==> src/utf8ct_pkg.sv <==
// Shared types, constants and the Cyrillic transliteration table for the
// UTF-8 Cyrillic transliterator. No dependencies.
package utf8ct_pkg;

   localparam logic [7:0] LEAD_LOW      = 8'hD0;
   localparam logic [7:0] LEAD_HIGH     = 8'hD1;
   localparam logic [7:0] MAX_LEN_RESET = 8'd32;
   localparam logic [6:0] CHAR_QMARK    = 7'h3F;
   localparam logic [6:0] CHAR_SPACE    = 7'h20;
   localparam logic [6:0] CHAR_TILDE    = 7'h7E;
   localparam logic [6:0] LOWER_BIT     = 7'h20;

   localparam logic [10:0] CP_BASE_D0   = 11'h400;
   localparam logic [10:0] CP_BASE_D1   = 11'h440;
   localparam logic [10:0] CP_OFFSET    = 11'h080;
   localparam logic [10:0] CP_UPPER_LO  = 11'h410;
   localparam logic [10:0] CP_LOWER_LO  = 11'h430;
   localparam logic [10:0] CP_LOWER_HI  = 11'h44F;
   localparam logic [10:0] CP_IO_UPPER  = 11'h401;
   localparam logic [10:0] CP_IO_LOWER  = 11'h451;
   localparam logic [4:0]  IDX_IE       = 5'd5;

   // queue between classifier and output sequencer
   localparam int QUEUE_DEPTH = 4;

   typedef enum logic [1:0] {
      LEAD_NONE = 2'd0,
      LEAD_D0   = 2'd1,
      LEAD_D1   = 2'd2
   } lead_type;

   // 0..3 characters produced by one input byte
   typedef struct packed {
      logic [1:0] num;
      logic [6:0] c0;
      logic [6:0] c1;
      logic [6:0] c2;
   } char_group_type;

   function automatic char_group_type mk_group(input logic [1:0] num,
                                               input logic [7:0] a,
                                               input logic [7:0] b,
                                               input logic [7:0] c);
      char_group_type res;
      res.num = num;
      res.c0  = a[6:0];
      res.c1  = b[6:0];
      res.c2  = c[6:0];
      return res;
   endfunction

   // Upper-case Cyrillic, index = code point - 0x410 (mod 32)
   function automatic char_group_type translit_lookup(input logic [4:0] idx);
      char_group_type res;
      case (idx)
         5'd0:    res = mk_group(2'd1, "A", 8'd0, 8'd0);
         5'd1:    res = mk_group(2'd1, "B", 8'd0, 8'd0);
         5'd2:    res = mk_group(2'd1, "V", 8'd0, 8'd0);
         5'd3:    res = mk_group(2'd1, "G", 8'd0, 8'd0);
         5'd4:    res = mk_group(2'd1, "D", 8'd0, 8'd0);
         5'd5:    res = mk_group(2'd1, "E", 8'd0, 8'd0);
         5'd6:    res = mk_group(2'd2, "Z", "h", 8'd0);
         5'd7:    res = mk_group(2'd1, "Z", 8'd0, 8'd0);
         5'd8:    res = mk_group(2'd1, "I", 8'd0, 8'd0);
         5'd9:    res = mk_group(2'd1, "Y", 8'd0, 8'd0);
         5'd10:   res = mk_group(2'd1, "K", 8'd0, 8'd0);
         5'd11:   res = mk_group(2'd1, "L", 8'd0, 8'd0);
         5'd12:   res = mk_group(2'd1, "M", 8'd0, 8'd0);
         5'd13:   res = mk_group(2'd1, "N", 8'd0, 8'd0);
         5'd14:   res = mk_group(2'd1, "O", 8'd0, 8'd0);
         5'd15:   res = mk_group(2'd1, "P", 8'd0, 8'd0);
         5'd16:   res = mk_group(2'd1, "R", 8'd0, 8'd0);
         5'd17:   res = mk_group(2'd1, "S", 8'd0, 8'd0);
         5'd18:   res = mk_group(2'd1, "T", 8'd0, 8'd0);
         5'd19:   res = mk_group(2'd1, "U", 8'd0, 8'd0);
         5'd20:   res = mk_group(2'd1, "F", 8'd0, 8'd0);
         5'd21:   res = mk_group(2'd2, "K", "h", 8'd0);
         5'd22:   res = mk_group(2'd2, "T", "s", 8'd0);
         5'd23:   res = mk_group(2'd2, "C", "h", 8'd0);
         5'd24:   res = mk_group(2'd2, "S", "h", 8'd0);
         5'd25:   res = mk_group(2'd3, "S", "c", "h");
         5'd26:   res = mk_group(2'd0, 8'd0, 8'd0, 8'd0);
         5'd27:   res = mk_group(2'd1, "Y", 8'd0, 8'd0);
         5'd28:   res = mk_group(2'd0, 8'd0, 8'd0, 8'd0);
         5'd29:   res = mk_group(2'd1, "E", 8'd0, 8'd0);
         5'd30:   res = mk_group(2'd2, "Y", "u", 8'd0);
         5'd31:   res = mk_group(2'd2, "Y", "a", 8'd0);
         default: res = mk_group(2'd0, 8'd0, 8'd0, 8'd0);
      endcase
      return res;
   endfunction

endpackage

==> src/utf8_cyrillic_transliterator_top.sv <==
// UTF-8 Cyrillic to Latin transliterator, top level.
// Depends on utf8ct_pkg, utf8ct_front, utf8ct_fifo and utf8ct_back.
//
// Accepts one UTF-8 byte per transaction and emits 0 to 3 printable ASCII
// characters for it; run_last marks the last character of a byte. A byte is
// taken every cycle while the four-entry group queue has room; the output side
// emits one character per cycle while rsp_ready is high, so a byte costs as
// many output transactions as characters it yields, and bytes that yield
// nothing (lead bytes, hard/soft signs, bytes past max_len) are not queued.
// The first character of a byte passes through the group queue and the
// sequencer's holding register before rsp_valid rises. csr_wr_data sets
// max_len (reset 32); write it only while the block is idle.
module utf8_cyrillic_transliterator_top import utf8ct_pkg::*; (
   input  logic       clock,
   input  logic       reset,
   input  logic       csr_wr_en,
   input  logic [7:0] csr_wr_data,
   input  logic       req_valid,
   output logic       req_ready,
   input  logic [7:0] req_in_byte,
   input  logic       req_text_end,
   output logic       rsp_valid,
   input  logic       rsp_ready,
   output logic [6:0] rsp_out_char,
   output logic       rsp_run_last
);

   logic           push;
   char_group_type push_data;
   logic           full;
   logic           pop;
   char_group_type pop_data;
   logic           empty;

   utf8ct_front u_front (
      .clock       (clock),
      .reset       (reset),
      .csr_wr_en   (csr_wr_en),
      .csr_wr_data (csr_wr_data),
      .in_valid    (req_valid),
      .in_ready    (req_ready),
      .in_byte     (req_in_byte),
      .text_end    (req_text_end),
      .queue_full  (full),
      .push        (push),
      .push_data   (push_data)
   );

   utf8ct_fifo u_fifo (
      .clock     (clock),
      .reset     (reset),
      .push      (push),
      .push_data (push_data),
      .full      (full),
      .pop       (pop),
      .pop_data  (pop_data),
      .empty     (empty)
   );

   utf8ct_back u_back (
      .clock       (clock),
      .reset       (reset),
      .queue_empty (empty),
      .queue_data  (pop_data),
      .pop         (pop),
      .out_valid   (rsp_valid),
      .out_ready   (rsp_ready),
      .out_char    (rsp_out_char),
      .run_last    (rsp_run_last)
   );

endmodule

==> src/utf8ct_front.sv <==
// Classifier: takes input bytes, tracks lead byte and per-text count, builds
// the truncated character group for each byte. Depends on utf8ct_pkg.
module utf8ct_front import utf8ct_pkg::*; (
   input  logic           clock,
   input  logic           reset,
   input  logic           csr_wr_en,
   input  logic [7:0]     csr_wr_data,
   input  logic           in_valid,
   output logic           in_ready,
   input  logic [7:0]     in_byte,
   input  logic           text_end,
   input  logic           queue_full,
   output logic           push,
   output char_group_type push_data
);

   logic [7:0]     max_len_ff, max_len_in;
   logic [7:0]     count_ff, count_in;
   lead_type       lead_ff, lead_in;
   logic           accept;
   logic           limit_hit;
   logic [10:0]    cp;
   logic [7:0]     room;
   char_group_type raw;
   char_group_type looked;
   logic [1:0]     n_out;

   assign in_ready  = !queue_full;
   assign accept    = in_valid && in_ready;
   assign limit_hit = count_ff >= max_len_ff;
   assign room      = max_len_ff - count_ff;
   assign cp        = ((lead_ff == LEAD_D1) ? CP_BASE_D1 : CP_BASE_D0)
                      + {3'b000, in_byte} - CP_OFFSET;

   always_comb begin
      looked = mk_group(2'd1, {1'b0, CHAR_QMARK}, 8'd0, 8'd0);
      if (cp >= CP_UPPER_LO && cp <= CP_LOWER_HI) begin
         // bit 4 flips because the table starts at 0x410
         looked = translit_lookup({~cp[4], cp[3:0]});
         if (cp >= CP_LOWER_LO && looked.num != 2'd0) begin
            looked.c0 = looked.c0 | LOWER_BIT;
         end
      end else if (cp == CP_IO_UPPER || cp == CP_IO_LOWER) begin
         looked = translit_lookup(IDX_IE);
         if (cp == CP_IO_LOWER) begin
            looked.c0 = looked.c0 | LOWER_BIT;
         end
      end
   end

   always_comb begin
      raw     = mk_group(2'd0, 8'd0, 8'd0, 8'd0);
      lead_in = LEAD_NONE;
      if (limit_hit) begin
         raw = mk_group(2'd0, 8'd0, 8'd0, 8'd0);
      end else if (lead_ff != LEAD_NONE) begin
         raw = looked;
      end else if (!in_byte[7]) begin
         if (in_byte[6:0] >= CHAR_SPACE && in_byte[6:0] <= CHAR_TILDE) begin
            raw = mk_group(2'd1, in_byte, 8'd0, 8'd0);
         end else begin
            raw = mk_group(2'd1, {1'b0, CHAR_QMARK}, 8'd0, 8'd0);
         end
      end else if ((in_byte == LEAD_LOW || in_byte == LEAD_HIGH) && !text_end) begin
         lead_in = (in_byte == LEAD_LOW) ? LEAD_D0 : LEAD_D1;
      end else begin
         raw = mk_group(2'd1, {1'b0, CHAR_QMARK}, 8'd0, 8'd0);
      end
      if (text_end) begin
         lead_in = LEAD_NONE;
      end
   end

   // cut the group at the remaining room of this text
   assign n_out    = (room < {6'b0, raw.num}) ? room[1:0] : raw.num;
   assign count_in = text_end ? 8'd0 : count_ff + {6'b0, n_out};
   assign max_len_in = csr_wr_en ? csr_wr_data : max_len_ff;

   assign push      = accept && (n_out != 2'd0);
   always_comb begin
      push_data     = raw;
      push_data.num = n_out;
   end

   always_ff @(posedge clock) begin
      if (reset) begin
         max_len_ff <= MAX_LEN_RESET;
         count_ff   <= 8'd0;
         lead_ff    <= LEAD_NONE;
      end else begin
         max_len_ff <= max_len_in;
         if (accept) begin
            count_ff <= count_in;
            lead_ff  <= lead_in;
         end
      end
   end

endmodule

==> src/utf8ct_fifo.sv <==
// Short queue of character groups between classifier and output sequencer.
// Depends on utf8ct_pkg.
module utf8ct_fifo import utf8ct_pkg::*; (
   input  logic           clock,
   input  logic           reset,
   input  logic           push,
   input  char_group_type push_data,
   output logic           full,
   input  logic           pop,
   output char_group_type pop_data,
   output logic           empty
);

   localparam int PTR_W = (QUEUE_DEPTH > 1) ? $clog2(QUEUE_DEPTH) : 1;
   localparam int CNT_W = $clog2(QUEUE_DEPTH + 1);
   localparam logic [PTR_W-1:0] PTR_LAST = PTR_W'(QUEUE_DEPTH - 1);
   localparam logic [CNT_W-1:0] CNT_FULL = CNT_W'(QUEUE_DEPTH);

   char_group_type   slot_ff [QUEUE_DEPTH];
   logic [PTR_W-1:0] wr_ptr_ff, wr_ptr_in;
   logic [PTR_W-1:0] rd_ptr_ff, rd_ptr_in;
   logic [CNT_W-1:0] count_ff, count_in;

   assign full     = count_ff == CNT_FULL;
   assign empty    = count_ff == '0;
   assign pop_data = slot_ff[rd_ptr_ff];

   assign wr_ptr_in = (wr_ptr_ff == PTR_LAST) ? '0 : wr_ptr_ff + 1'b1;
   assign rd_ptr_in = (rd_ptr_ff == PTR_LAST) ? '0 : rd_ptr_ff + 1'b1;

   always_comb begin
      count_in = count_ff;
      if (push && !pop) begin
         count_in = count_ff + 1'b1;
      end else if (pop && !push) begin
         count_in = count_ff - 1'b1;
      end
   end

   always_ff @(posedge clock) begin
      if (push) begin
         slot_ff[wr_ptr_ff] <= push_data;
      end
   end

   always_ff @(posedge clock) begin
      if (reset) begin
         wr_ptr_ff <= '0;
         rd_ptr_ff <= '0;
         count_ff  <= '0;
      end else begin
         count_ff <= count_in;
         if (push) begin
            wr_ptr_ff <= wr_ptr_in;
         end
         if (pop) begin
            rd_ptr_ff <= rd_ptr_in;
         end
      end
   end

endmodule

==> src/utf8ct_back.sv <==
// Output sequencer: holds one character group and emits its characters one
// transaction at a time, flagging the last. Depends on utf8ct_pkg.
module utf8ct_back import utf8ct_pkg::*; (
   input  logic           clock,
   input  logic           reset,
   input  logic           queue_empty,
   input  char_group_type queue_data,
   output logic           pop,
   output logic           out_valid,
   input  logic           out_ready,
   output logic [6:0]     out_char,
   output logic           run_last
);

   char_group_type cur_ff;
   logic           cur_valid_ff;
   logic [1:0]     idx_ff;
   logic           done;

   assign out_valid = cur_valid_ff;
   assign run_last  = (idx_ff + 2'd1) == cur_ff.num;
   assign done      = cur_valid_ff && out_ready && run_last;
   assign pop       = !queue_empty && (!cur_valid_ff || done);

   always_comb begin
      case (idx_ff)
         2'd0:    out_char = cur_ff.c0;
         2'd1:    out_char = cur_ff.c1;
         2'd2:    out_char = cur_ff.c2;
         default: out_char = cur_ff.c0;
      endcase
   end

   always_ff @(posedge clock) begin
      if (pop) begin
         cur_ff <= queue_data;
      end
   end

   always_ff @(posedge clock) begin
      if (reset) begin
         cur_valid_ff <= 1'b0;
         idx_ff       <= 2'd0;
      end else begin
         if (pop) begin
            cur_valid_ff <= 1'b1;
            idx_ff       <= 2'd0;
         end else if (done) begin
            cur_valid_ff <= 1'b0;
            idx_ff       <= 2'd0;
         end else if (cur_valid_ff && out_ready) begin
            idx_ff <= idx_ff + 2'd1;
         end
      end
   end

endmodule

==> config.mk <==
export PLATFORM = sky130hd
export DESIGN_NAME = utf8_cyrillic_transliterator_top
export DESIGN_NICKNAME = d
export VERILOG_FILES = /design/src/utf8ct_pkg.sv /design/src/utf8_cyrillic_transliterator_top.sv /design/src/utf8ct_front.sv /design/src/utf8ct_fifo.sv /design/src/utf8ct_back.sv
export SDC_FILE = /design/constraint.sdc
export NUM_CORES = 1
export LEC_CHECK = 0
export BUFFER_PORTS_ARGS = -buffer_cell sky130_fd_sc_hd__buf_2
export CORE_AREA = 2 2 171 173
export DETAILED_ROUTE_END_ITERATION = 16
export DIE_AREA = 0 0 173 175
export SKIP_CTS_REPAIR_TIMING = 1
export SLEW_MARGIN = 40
export SYNTH_ARGS = -nofsm -noshare
export SYNTH_HDL_FRONTEND = slang
export SYNTH_HIERARCHICAL = 1
export SYNTH_SLANG_ARGS = --single-unit
==> constraint.sdc <==
create_clock -name clock -period 5.4 [get_ports clock]
set_input_delay 0.27 -clock clock [delete_from_list [all_inputs] [get_ports clock]]
set_output_delay 0.27 -clock clock [all_outputs]
set_load 0.005 [all_outputs]
== Yosys cells after proc, flatten, opt, wreduce, memory -nomap -nowiden ==
Memories as Yosys holds them, arrays and structs flattened. A register that Yosys moved wholly into a read port is not among the register bits.
Index checks and enable logic that the tools add are counted.

* Memories kept: 2
* Memory bits (writable): 92
* Logic and storage cells: 93
* Flip-flop bits (word level): 28
* ROM bits: 576
* Bits of input ports: 22

{| class="wikitable"
|+ Memories
! memory !! words !! bits a word !! rd ports !! clocked after Yosys merged registers in !! write ports !! RTL line !! RTL
|-
| (no name shown) || 32 || 18 || 1 || 0 || 0 || utf8ct_pkg.sv:55 || <nowiki>case (idx)</nowiki>
|-
| u_fifo.slot_ff || 4 || 23 || 1 || 1 || 1 || utf8ct_fifo.sv:19 || <nowiki>char_group_type slot_ff [QUEUE_DEPTH];</nowiki>
|}

* Bitwise logic cells: 1
* Reductions and logical operators: 27
* Add/sub/neg operators: 9
* Mux-type cells: 28
* Equal/unequal tests: 11
* $lt $le $gt $ge: 7

{| class="wikitable"
|+ Operators with widths
! cell !! number
|-
| $mux W23 || 5
|-
| $mux W21 || 2
|-
| $eq A11 B11 Y1 const B || 2
|-
| $ge A11 B11 Y1 const B || 2
|-
| $mux W22 || 1
|-
| $mux W2 || 9
|-
| $eq A8 B8 Y1 const B || 2
|-
| $pmux W7 S2 || 1
|-
| $mux W6 || 2
|-
| $add A11 B8 Y11 || 1
|-
| $le A11 B11 Y1 const B || 1
|-
| $logic_and A1 B1 Y1 || 11
|-
| $sub A11 B8 Y11 const B || 1
|-
| $reduce_bool A2 Y1 || 5
|-
| $add A8 B2 Y8 || 1
|-
| $eq A2 B2 Y1 const B || 4
|-
| $ge A8 B8 Y1 || 1
|-
| $lt A8 B2 Y1 || 1
|-
| $mux W8 || 1
|-
| $sub A8 B8 Y8 || 1
|-
| $ge A7 B6 Y1 const B || 1
|-
| $le A7 B7 Y1 const B || 1
|-
| $mux W7 || 1
|-
| $add A2 B1 Y2 const B || 3
|-
| other kinds (12) || 23
|}

== Depth between registers and ports, before layout ==
Gate-level depths: netlist of the first run.

* Depth after elaboration: 21
* Gate-level depth with buffers: 23

== Hierarchy ==
Netlist of the first run, hierarchy kept.

{| class="wikitable"
|+ By module, submodules not included
! module !! cells an instance !! instances !! area each (µm²)
|-
| utf8ct_fifo || 164 || 1 || 3,793.6
|-
| utf8ct_front || 287 || 1 || 2,190.9
|-
| utf8ct_back || 68 || 1 || 1,036.0
|}

== Worst setup path after synthesis of the first run ==
OpenSTA, ideal clock, no wires.

* Path type: register -> register
* From: reg u_front.lead_ff[1]
* To: reg u_fifo.count_ff[2]
* Path buffers: 0
* Slack: 0.631 ns
* Arrival time: 4.700 ns
* Period minus slack after synthesis: 4.769 ns
* Library setup time: 0.070 ns
* Cell stages (with the launch flop): 22
* Cells stage by stage: dfxtp_1 -> nor2b_1 -> ha_1 -> ha_1 -> or3_1 -> and2b_1 -> o31a_4 -> nand2_1 -> nor2_1 -> inv_1 -> ha_1 -> a21oi_1 -> o2111ai_1 -> nor4_4 -> o211ai_2 -> a221oi_1 -> ha_1 -> inv_1 -> fa_1 -> xor2_1 -> or3_1 -> a21oi_1

* Cells in the longest elaborated chain, start to end: 16
* Elaborated cells on any way between the ends: 20
* Classes of those cells: 2 x add/sub; 3 x order compare; 1 x eq/ne; 6 x mux; 8 x reduce/logical

{| class="wikitable"
|+ Ends and longest elaborated chain
! element !! RTL line !! RTL
|-
| start, declared || utf8ct_front.sv:19 || <nowiki>lead_type lead_ff, lead_in;</nowiki>
|-
| start signal, assigned || utf8ct_front.sv:94 || <nowiki>lead_ff <= lead_in;</nowiki>
|-
| $eq A2 B2 Y1 || utf8ct_front.sv:32 || <nowiki>assign cp = ((lead_ff == LEAD_D1) ? CP_BASE_D1 : CP_BASE_D0)</nowiki>
|-
| $mux W7 || utf8ct_front.sv:32 ||
|-
| $add A11 B8 Y11 || utf8ct_front.sv:33 || <nowiki>+ {3'b000, in_byte} - CP_OFFSET;</nowiki>
|-
| $sub A11 B8 Y11 || utf8ct_front.sv:33 ||
|-
| $ge A11 B11 Y1 or $le A11 B11 Y1 (tied branches) || utf8ct_front.sv:37 || <nowiki>if (cp >= CP_UPPER_LO && cp <= CP_LOWER_HI) begin</nowiki>
|-
| $logic_and A1 B1 Y1 || utf8ct_front.sv:37 ||
|-
| $mux W23 || utf8ct_front.sv:37 ||
|-
| $mux W23 (*) || utf8ct_front.sv:56 || <nowiki>end else if (lead_ff != LEAD_NONE) begin</nowiki>
|-
| $mux W23 (*) || utf8ct_front.sv:54 || <nowiki>if (limit_hit) begin</nowiki>
|-
| $lt A8 B2 Y1 || utf8ct_front.sv:75 || <nowiki>assign n_out = (room < {6'b0, raw.num}) ? room[1:0] : raw.num;</nowiki>
|-
| $mux W2 (*) || utf8ct_front.sv:75 ||
|-
| $reduce_bool A2 Y1 (*) || utf8ct_front.sv:79 || <nowiki>assign push = accept && (n_out != 2'd0);</nowiki>
|-
| $logic_and A1 B1 Y1 (*) || utf8ct_front.sv:79 ||
|-
| via push || utf8_cyrillic_transliterator_top.sv:28 || <nowiki>logic push;</nowiki>
|-
| $logic_not A1 Y1 || utf8ct_fifo.sv:35 || <nowiki>end else if (pop && !push) begin</nowiki>
|-
| $logic_and A1 B1 Y1 || utf8ct_fifo.sv:35 ||
|-
| $reduce_bool A2 Y1 (no line) || -- ||
|-
| end signal, assigned || utf8ct_fifo.sv:52 || <nowiki>count_ff <= count_in;</nowiki>
|-
| end, declared || utf8ct_fifo.sv:22 || <nowiki>logic [CNT_W-1:0] count_ff, count_in;</nowiki>
|}

The timed path passes the listed nets; every way through them passes the cells marked *.
A chain may end at the register's enable or synchronous reset.

== Worst setup path in the final report of the first run ==
Ends and elaborated chain as after synthesis.

==> results of run 1 <==
cells by family after synthesis:
group | count (synthesis)
and+or+nand+nor | 134
other | 1
adders and majority gates | 31
muxes | 42
AOI/OAI and AO/OA | 99
xor gates and xnor gates | 14
buffers and inverters | 53
DFF | 145
routing by layer:
layer  GRT usage  up-vias
met2       0.144       76
li1            -     2052
met5           0        -
met1       0.129     2106
met4      0.0374        0
met3      0.0178        7
cell usage in the layout, fill, tap and decap left out, drive strengths merged, types with 14 or more instances in the layout:
cell,count
ha,28
clkbuf,21
inv,35
edfxtp,115
o21ai,24
nand2,19
buf,40
mux2i,14
dfxtp,30
mux4,26
a21oi,23
nor2,46
worst paths after layout:
| path | end | slack, ns |
|---|---|---|
| hold reg to reg | u_front/max_len_ff[0] | 0.49 |
| setup / recovery | u_fifo/count_ff[2] | 0.64 |
| setup reg to reg | u_fifo/count_ff[2] | 0.64 |
| hold / removal | u_front/max_len_ff[5] | 0.07 |
final cells by class:
cell class | count | share of cell area
clock buffer | 21 | 0.0573
clock inverter | 11 | 0.0156
inverter | 32 | 0.0146
multi-input combinational | 324 | 0.333
sequential | 145 | 0.494
tap | 384 | 0.0585
timing repair buffer | 40 | 0.0271
power groups by stage:
stage / clock network (W) / registers, W / logic (W)
finish: 0.00116 / 0.00156 / 0.000811
global route: 0.00123 / 0.00158 / 0.000905
CTS: 0.00119 / 0.00157 / 0.000826
detailed placement: 0 / 0.00159 / 0.000821
global placement: 0 / 0.00158 / 0.000815
floorplan: 0 / 0.00153 / 0.000630
state kept, by name, indices dropped and copies added, names as in the netlist, named ones only:
signal              cells
u_fifo/wr_ptr_ff        2
u_back/out_valid        1
u_front/count_ff        8
u_fifo/rd_ptr_ff        2
u_front/max_len_ff      8
u_front/lead_ff         2
u_fifo/slot_ff         92
u_fifo/count_ff         3
u_back/cur_ff          23
u_back/idx_ff           2
worst reg2reg max path, delay by kind of cell, from the launching register on:
kind            cells  cell delay [ns]
simple gates        7             1.44
flops               1             0.32
buf+inv             3             0.32
fa+ha+maj           5             1.29
compound gates      6             1.14
xor+xnor            1             0.15
metrics by stage:
step | hold slack, ns | total power [W]
finish | 0.0728 | 0.00353
CTS | 0.0634 | 0.00358
floorplan | 0.338 | 0.00216
global route | 0.0735 | 0.00371
global placement | 0.481 | 0.00239
detailed placement | 0.486 | 0.00241
==> out/metrics.csv, run 1 <==
metric,value,unit
status,"complete, no violations",
number of flops mapped to enable cells by yosys,115,
placed instance area,7600,sq um
WL met1,7.01,mm
final instance area,8210,sq um
vias in the first global route,4099,
Routed Antenna Nets,0,
share of power burned in registers,0.443,
hold wc startpoint,csr_wr_data[5],
WL met3,412,um
Detailed Routing Iterations Pass 1,4,
global-route wire length before repair,22.2,mm
Crit Path Category,flop to flop,
post-place setup slack,0.699,ns
crit-path cells,nor2b_1 > ha_1 > ha_1 > nand2b_1 > nor3_1 > o31a_4 > nand2_1 > nor2_1 > inv_1 > ha_1 > a21oi_1 > o2111ai_1 > nor4_4 > o211ai_2 > a221oi_1 > buf_4 > ha_1 > inv_1 > fa_1 > xor2_1 > or3_1 > a21oi_1,
leading area contributor after synthesis,edfxtp_1,
Slowest cell on crit path,fa_1,
Worst Skew,0.0129,ns
"Seq/Total Area, Yosys",0.577,
share of cells above drive strength 1,0.202,
Initial Util,0.247,
insertion delay to the later sink of the worst-skew pair,0.41,ns
CP Data Arrival Time,5.11,ns
worst min-delay path class,primary input to flop,
DRC errors left,0,
CTS H-Tree Depth,4,
Internal Power,0.00254,W
CP Launch Type,flop,
WP data required,5.74,ns
register bit total from synthesis,145,
reg2reg start,u_front/lead_ff[1],
"Top cell by count, worst path",ha_1,
antenna diode instance count,0,
row count,62,
Critical Path Stages,22,
Clock Power Share,0.328,
Die Width,173,um
via-per-instance ratio,4.43,
Final Core Density,0.289,
top cell type's share of synthesized area,0.492,
# nets final,613,
P&R area growth vs syn,16.9,%
Final Hold Fails,0,
pwr/cell area,430,nW/um^2
footprint of the multi-input gates,2730,sq um
Leak,2.85,nW
min Tclk post-route,4.76,ns
clk sinks,145,
max-slew headroom at the worst pin,0.518,
Max Cap Violations,0,
largest family of logic cells by synthesized area,multiplexers,
Crit. End Element,flop,
pin count of the biggest net entering global routing,27,
fillcell total,2930,
Commonest cells post-synth,"115 x edfxtp_1, 45 x nor2_1, 32 x inv_1, 30 x dfxtp_1, 28 x ha_1",
CP Max Fanout,7,
all-layer global routing usage,0.0935,
I/O Buffers,31,
switching pwr,0.000988,W
Post-Place Cells,925,
XOR/XNOR Fraction of Synth Area,0.0196,
hold depth,2,
Non-Filler Instances,957,
count of cell types in the netlist,69,
adder-cell share of the synthesized area,0.0585,
total gr overflow,0,
WL per Instance,14.5,um
most numerous cell in the Yosys netlist,edfxtp_1,
total negative slack,0,ns
Synth Area in Simple Gates,0.0991,
Max Used Layer,met4,
post-synthesis mux area share,0.109,
clock tree buffer depth,2,
Clock transition at path regs,0.06,ns
asr flop ratio synth,0,
worst vdd rail ir drop,0.186,mV
Comb pwr share,0.230,
"delay-heaviest family, CP",simple AND/OR/NAND/NOR gates,
Root Driver,clkbuf_16,
final setup fails,0,
Most used DFF post-synth,edfxtp_1,
average size of a mapped cell,13.5,sq um
worst path bufs/invs,3,
fmax,0.210,GHz
"Cell Area, Synth",7020,sq um
largest cells by area after synthesis,"edfxtp_1 49%, dfxtp_1 8.6%, mux4_2 7.4%",
synth warn,6,
Net Sw Frac,0.280,
routed wire length,13.9,mm
initial antenna violation count,0,
drt initial violations,246,
Compound-Gate Fraction of Synth Area,0.0971,
CTS Buf Count,17,
cells after synthesis,519,
worst slew pin tran,0.719,ns
core area,28400,sq um
max incr delay on CP,0.37,ns
PnR worst setup slack,0.636,ns
CP startpoint,u_front/lead_ff[1],
RSZ-0062 raised after global routing,no,
Routed met2 length,6.36,mm
DR vias,4241,
GP Congestion,0.797,
IO Count,32,
final period utilization,0.882,
Die ar.,30300,sq um
Die Span Y,175,um
Pins Over Slew Limit,0,
CTS tree,done,
register area,4060,sq um
worst-case reg-to-reg path depth,22,
hpwl dp,9.68,mm
Power figures use the tool's default switching activity.
==> run 2: changes to the inputs <==
Settings changed: ABC_AREA set to 1, CORE_AREA 2 2 171 173 to 2 2 175 177, DIE_AREA 0 0 173 175 to 0 0 177 179.
==> run 2 against run 1 <==
Clock power is essentially flat. Register-to-register slack better by 0.41 ns. Clock-buffer cell count down 3. Sequential power about the same. Fmax increased by 9.3%.
==> out/metrics.csv, run 2 <==
metric,value,unit,change
status,"complete, no violations",,
Slowest cell on crit path,fa_1,,
insertion delay to the later sink of the worst-skew pair,0.42,ns,about the same
max FFs per register,92,,unchanged
Die Span Y,179,um,+2.3%
global-route wire length before repair,24.9,mm,+12%
I/O Buffers,31,,unchanged
worst-case reg-to-reg path depth,27,,+23%
all-layer global routing usage,0.101,,+0.00707
pwr/cell area,461,nW/um^2,+7.1%
hold_ws,0.0717,ns,-0.00109 ns
"commonest non-fill, non-tap cell in the layout",edfxtp_1,,
min Tclk post-route,4.36,ns,-0.405 ns
biggest regs,"u_fifo/slot_ff (92), u_back/cur_ff (23)",,
DRC errors left,0,,unchanged
most frequent cells in the layout,"115 x edfxtp_1, 83 x nor2_1, 81 x nand2_1",,
Max Cap Violations,0,,unchanged
"Cell Area, Synth",7370,sq um,+5.0%
worst vdd rail ir drop,0.237,mV,+28%
clock tree buffer depth,2,,unchanged
worst min-delay path class,primary input to flop,,
Final Core Density,0.281,,-0.00784
WP data required,5.70,ns,-0.04 ns
largest cells by area after synthesis,"edfxtp_1 47%, dfxtp_1 8.1%, ha_1 4.8%",,
most numerous cell in the Yosys netlist,edfxtp_1,,
GP Congestion,0.873,,+9.5%
Worst R2R Setup Slack,1.04,ns,+0.41 ns
hold wc startpoint,csr_wr_data[5],,
Clock transition at path regs,0.06,ns,about the same
drt initial violations,393,,+60%
Most used DFF post-synth,edfxtp_1,,
fillcell total,3085,,+5.3%
Worst Skew,0.0102,ns,-0.00272 ns
Pins Over Slew Limit,0,,unchanged
cells after synthesis,702,,+35%
share of cells above drive strength 1,0.207,,+0.00422
max-slew headroom at the worst pin,0.510,,-0.00839
CTS tree,done,,
routed wire length,15.3,mm,+10%
CP Data Arrival Time,4.66,ns,-0.45 ns
Crit Path Category,flop to flop,,
largest register by flop count,u_fifo/slot_ff,,
max incr delay on CP,0.38,ns,about the same
worst r2r dst,u_front/count_ff[6],,
"delay-heaviest family, CP",simple AND/OR/NAND/NOR gates,,
Hold EP,u_front/max_len_ff[5],,
count of cell types in the netlist,59,,-14%
Crit. End Element,flop,,
via-per-instance ratio,4.39,,-0.94%
Leak,3.24,nW,+14%
total negative slack,0,ns,unchanged
fmax,0.229,GHz,+9.3%
CTS Buf Count,17,,unchanged
antenna diode instance count,0,,unchanged
CTS H-Tree Depth,4,,unchanged
asr flop ratio synth,0,,unchanged
row count,64,,+3.2%
hold depth,3,,+1
average size of a mapped cell,10.5,sq um,-22%
Die Width,177,um,+2.3%
worst slew pin tran,0.729,ns,+0.00979 ns
"Seq/Total Area, Yosys",0.550,,-0.0277
final setup fails,0,,unchanged
pin count of the biggest net entering global routing,47,,+74%
Detailed Routing Iterations Pass 1,5,,+1
clk sinks,145,,unchanged
number of flops mapped to enable cells by yosys,115,,unchanged
P&R area growth vs syn,14.5,%,
worst path bufs/invs,3,,unchanged
DR vias,5031,,+19%
register bit total from synthesis,145,,unchanged
CP Launch Type,flop,,
WL per Instance,13.4,um,-7.8%
vias in the first global route,4852,,+18%
Routed Antenna Nets,0,,unchanged
# nets final,791,,+29%
"Top cell by count, worst path",nand2_1,,
Commonest cells post-synth,"115 x edfxtp_1, 83 x nor2_1, 81 x nand2_1, 67 x inv_1, 57 x o21ai_0",,
core area,30000,sq um,+5.8%
reg2reg start,u_front/lead_ff[0],,
initial antenna violation count,0,,unchanged
Die ar.,31700,sq um,+4.7%
Initial Util,0.246,,-0.00168
top cell type's share of synthesized area,0.468,,-0.0236
final period utilization,0.807,,-0.0750
synth warn,6,,unchanged
hpwl dp,10.7,mm,+11%
leading area contributor after synthesis,edfxtp_1,,
RSZ-0062 raised after global routing,no,,
IO Count,32,,unchanged
Root Driver,clkbuf_16,,
CP Max Fanout,6,,-1
Final Hold Fails,0,,unchanged
total gr overflow,0,,unchanged
==> run 2: cell count changes after synthesis, moves of 10 or more <==
| cell | delta |
|---|---|
| nor2_1 | +38 |
| nand3_1 | +10 |
| nor2_2 | +16 |
| mux4_2 | -23 |
| nand2b_1 | -12 |
| o21ai_2 | +18 |
| inv_1 | +35 |
| o22ai_2 | +16 |
| nand4_1 | +10 |
| o21ai_0 | +33 |
| mux2i_1 | -14 |
| a21oi_1 | +21 |
| nand2_1 | +62 |
==> run 2: cell families (layout without fill, tap and decap cells) <==
kind of cell,after synthesis,after routing,share of synthesized area
xor gates and xnor gates,4,4,0.00475
DFF,145,145,0.550
buffers and inverters,102,147,0.0750
AOI/OAI and AO/OA,167,167,0.153
and+or+nand+nor,252,252,0.162
adders and majority gates,31,31,0.0557
other,1,4,0.000509
==> run 2: final cells by class <==
cell class | count | area [sq um] | area share
Tap cell | 396 | 495 | 0.0587
Inverter | 77 | 307 | 0.0363
Clock inverter | 13 | 160 | 0.0190
Timing Repair Buffer | 39 | 215 | 0.0255
Clock buffer | 18 | 429 | 0.0508
Sequential cell | 145 | 4060 | 0.480
Multi-Input combinational cell | 458 | 2780 | 0.330
==> run 2: worst reg2reg max path: cells and delay by family, from the launching register on <==
family          cells  cell delay [ns]
simple gates       16             1.95
flops               1             0.35
fa+ha+maj           5             1.32
buf+inv             3             0.28
compound gates      3             0.37
==> run 2: through the flow <==
step                      instance area [sq um]  setup slack (ns)  total power, W  cells
after floorplan                            7390              1.55         0.00252    705
after global placement                     7850              1.18         0.00273   1115
after detailed placement                   7860              1.06         0.00276   1115
after CTS                                  8440              1.07         0.00393   1146
after global routing                       8440             0.520         0.00413   1146
final                                      8440              1.04         0.00389   1146
==> run 2: worst max path at each step <==
stage                  startpoint             endpoint  slack, ns  cells past startpoint
6_report       u_front/lead_ff[0]  u_front/count_ff[6]       1.04                     27
5_1_grt        u_front/lead_ff[0]  u_front/count_ff[6]       0.52                     27
4_1_cts        u_front/lead_ff[0]  u_front/count_ff[6]       1.07                     27
3_5_place_dp       req_in_byte[6]  u_front/count_ff[6]       1.06                     27
3_3_place_gp       req_in_byte[6]  u_front/count_ff[6]       1.18                     27
2_1_floorplan  u_front/lead_ff[1]  u_front/count_ff[6]       1.55                     28
==> run 2: power breakdown <==
part / leakage, nW / total [W] / internal (W) / switching [W]
sequential: 1.34 / 0.00159 / 0.00149 / 0.000108
clock: 0.278 / 0.00117 / 0.000724 / 0.000444
combinational: 1.62 / 0.00113 / 0.000394 / 0.000733
total: 3.24 / 0.00389 / 0.00260 / 0.00128
==> run 2: layer usage <==
| layer | track usage | wire length, um | vias to the layer above |
|---|---|---|---|
| met1 | 0.127 | 7180 | 2356 |
| met5 | 0 | 0 | - |
| li1 | - | - | 2538 |
| met3 | 0.0201 | 531 | 15 |
| met4 | 0.0362 | 150 | 0 |
| met2 | 0.170 | 7470 | 122 |
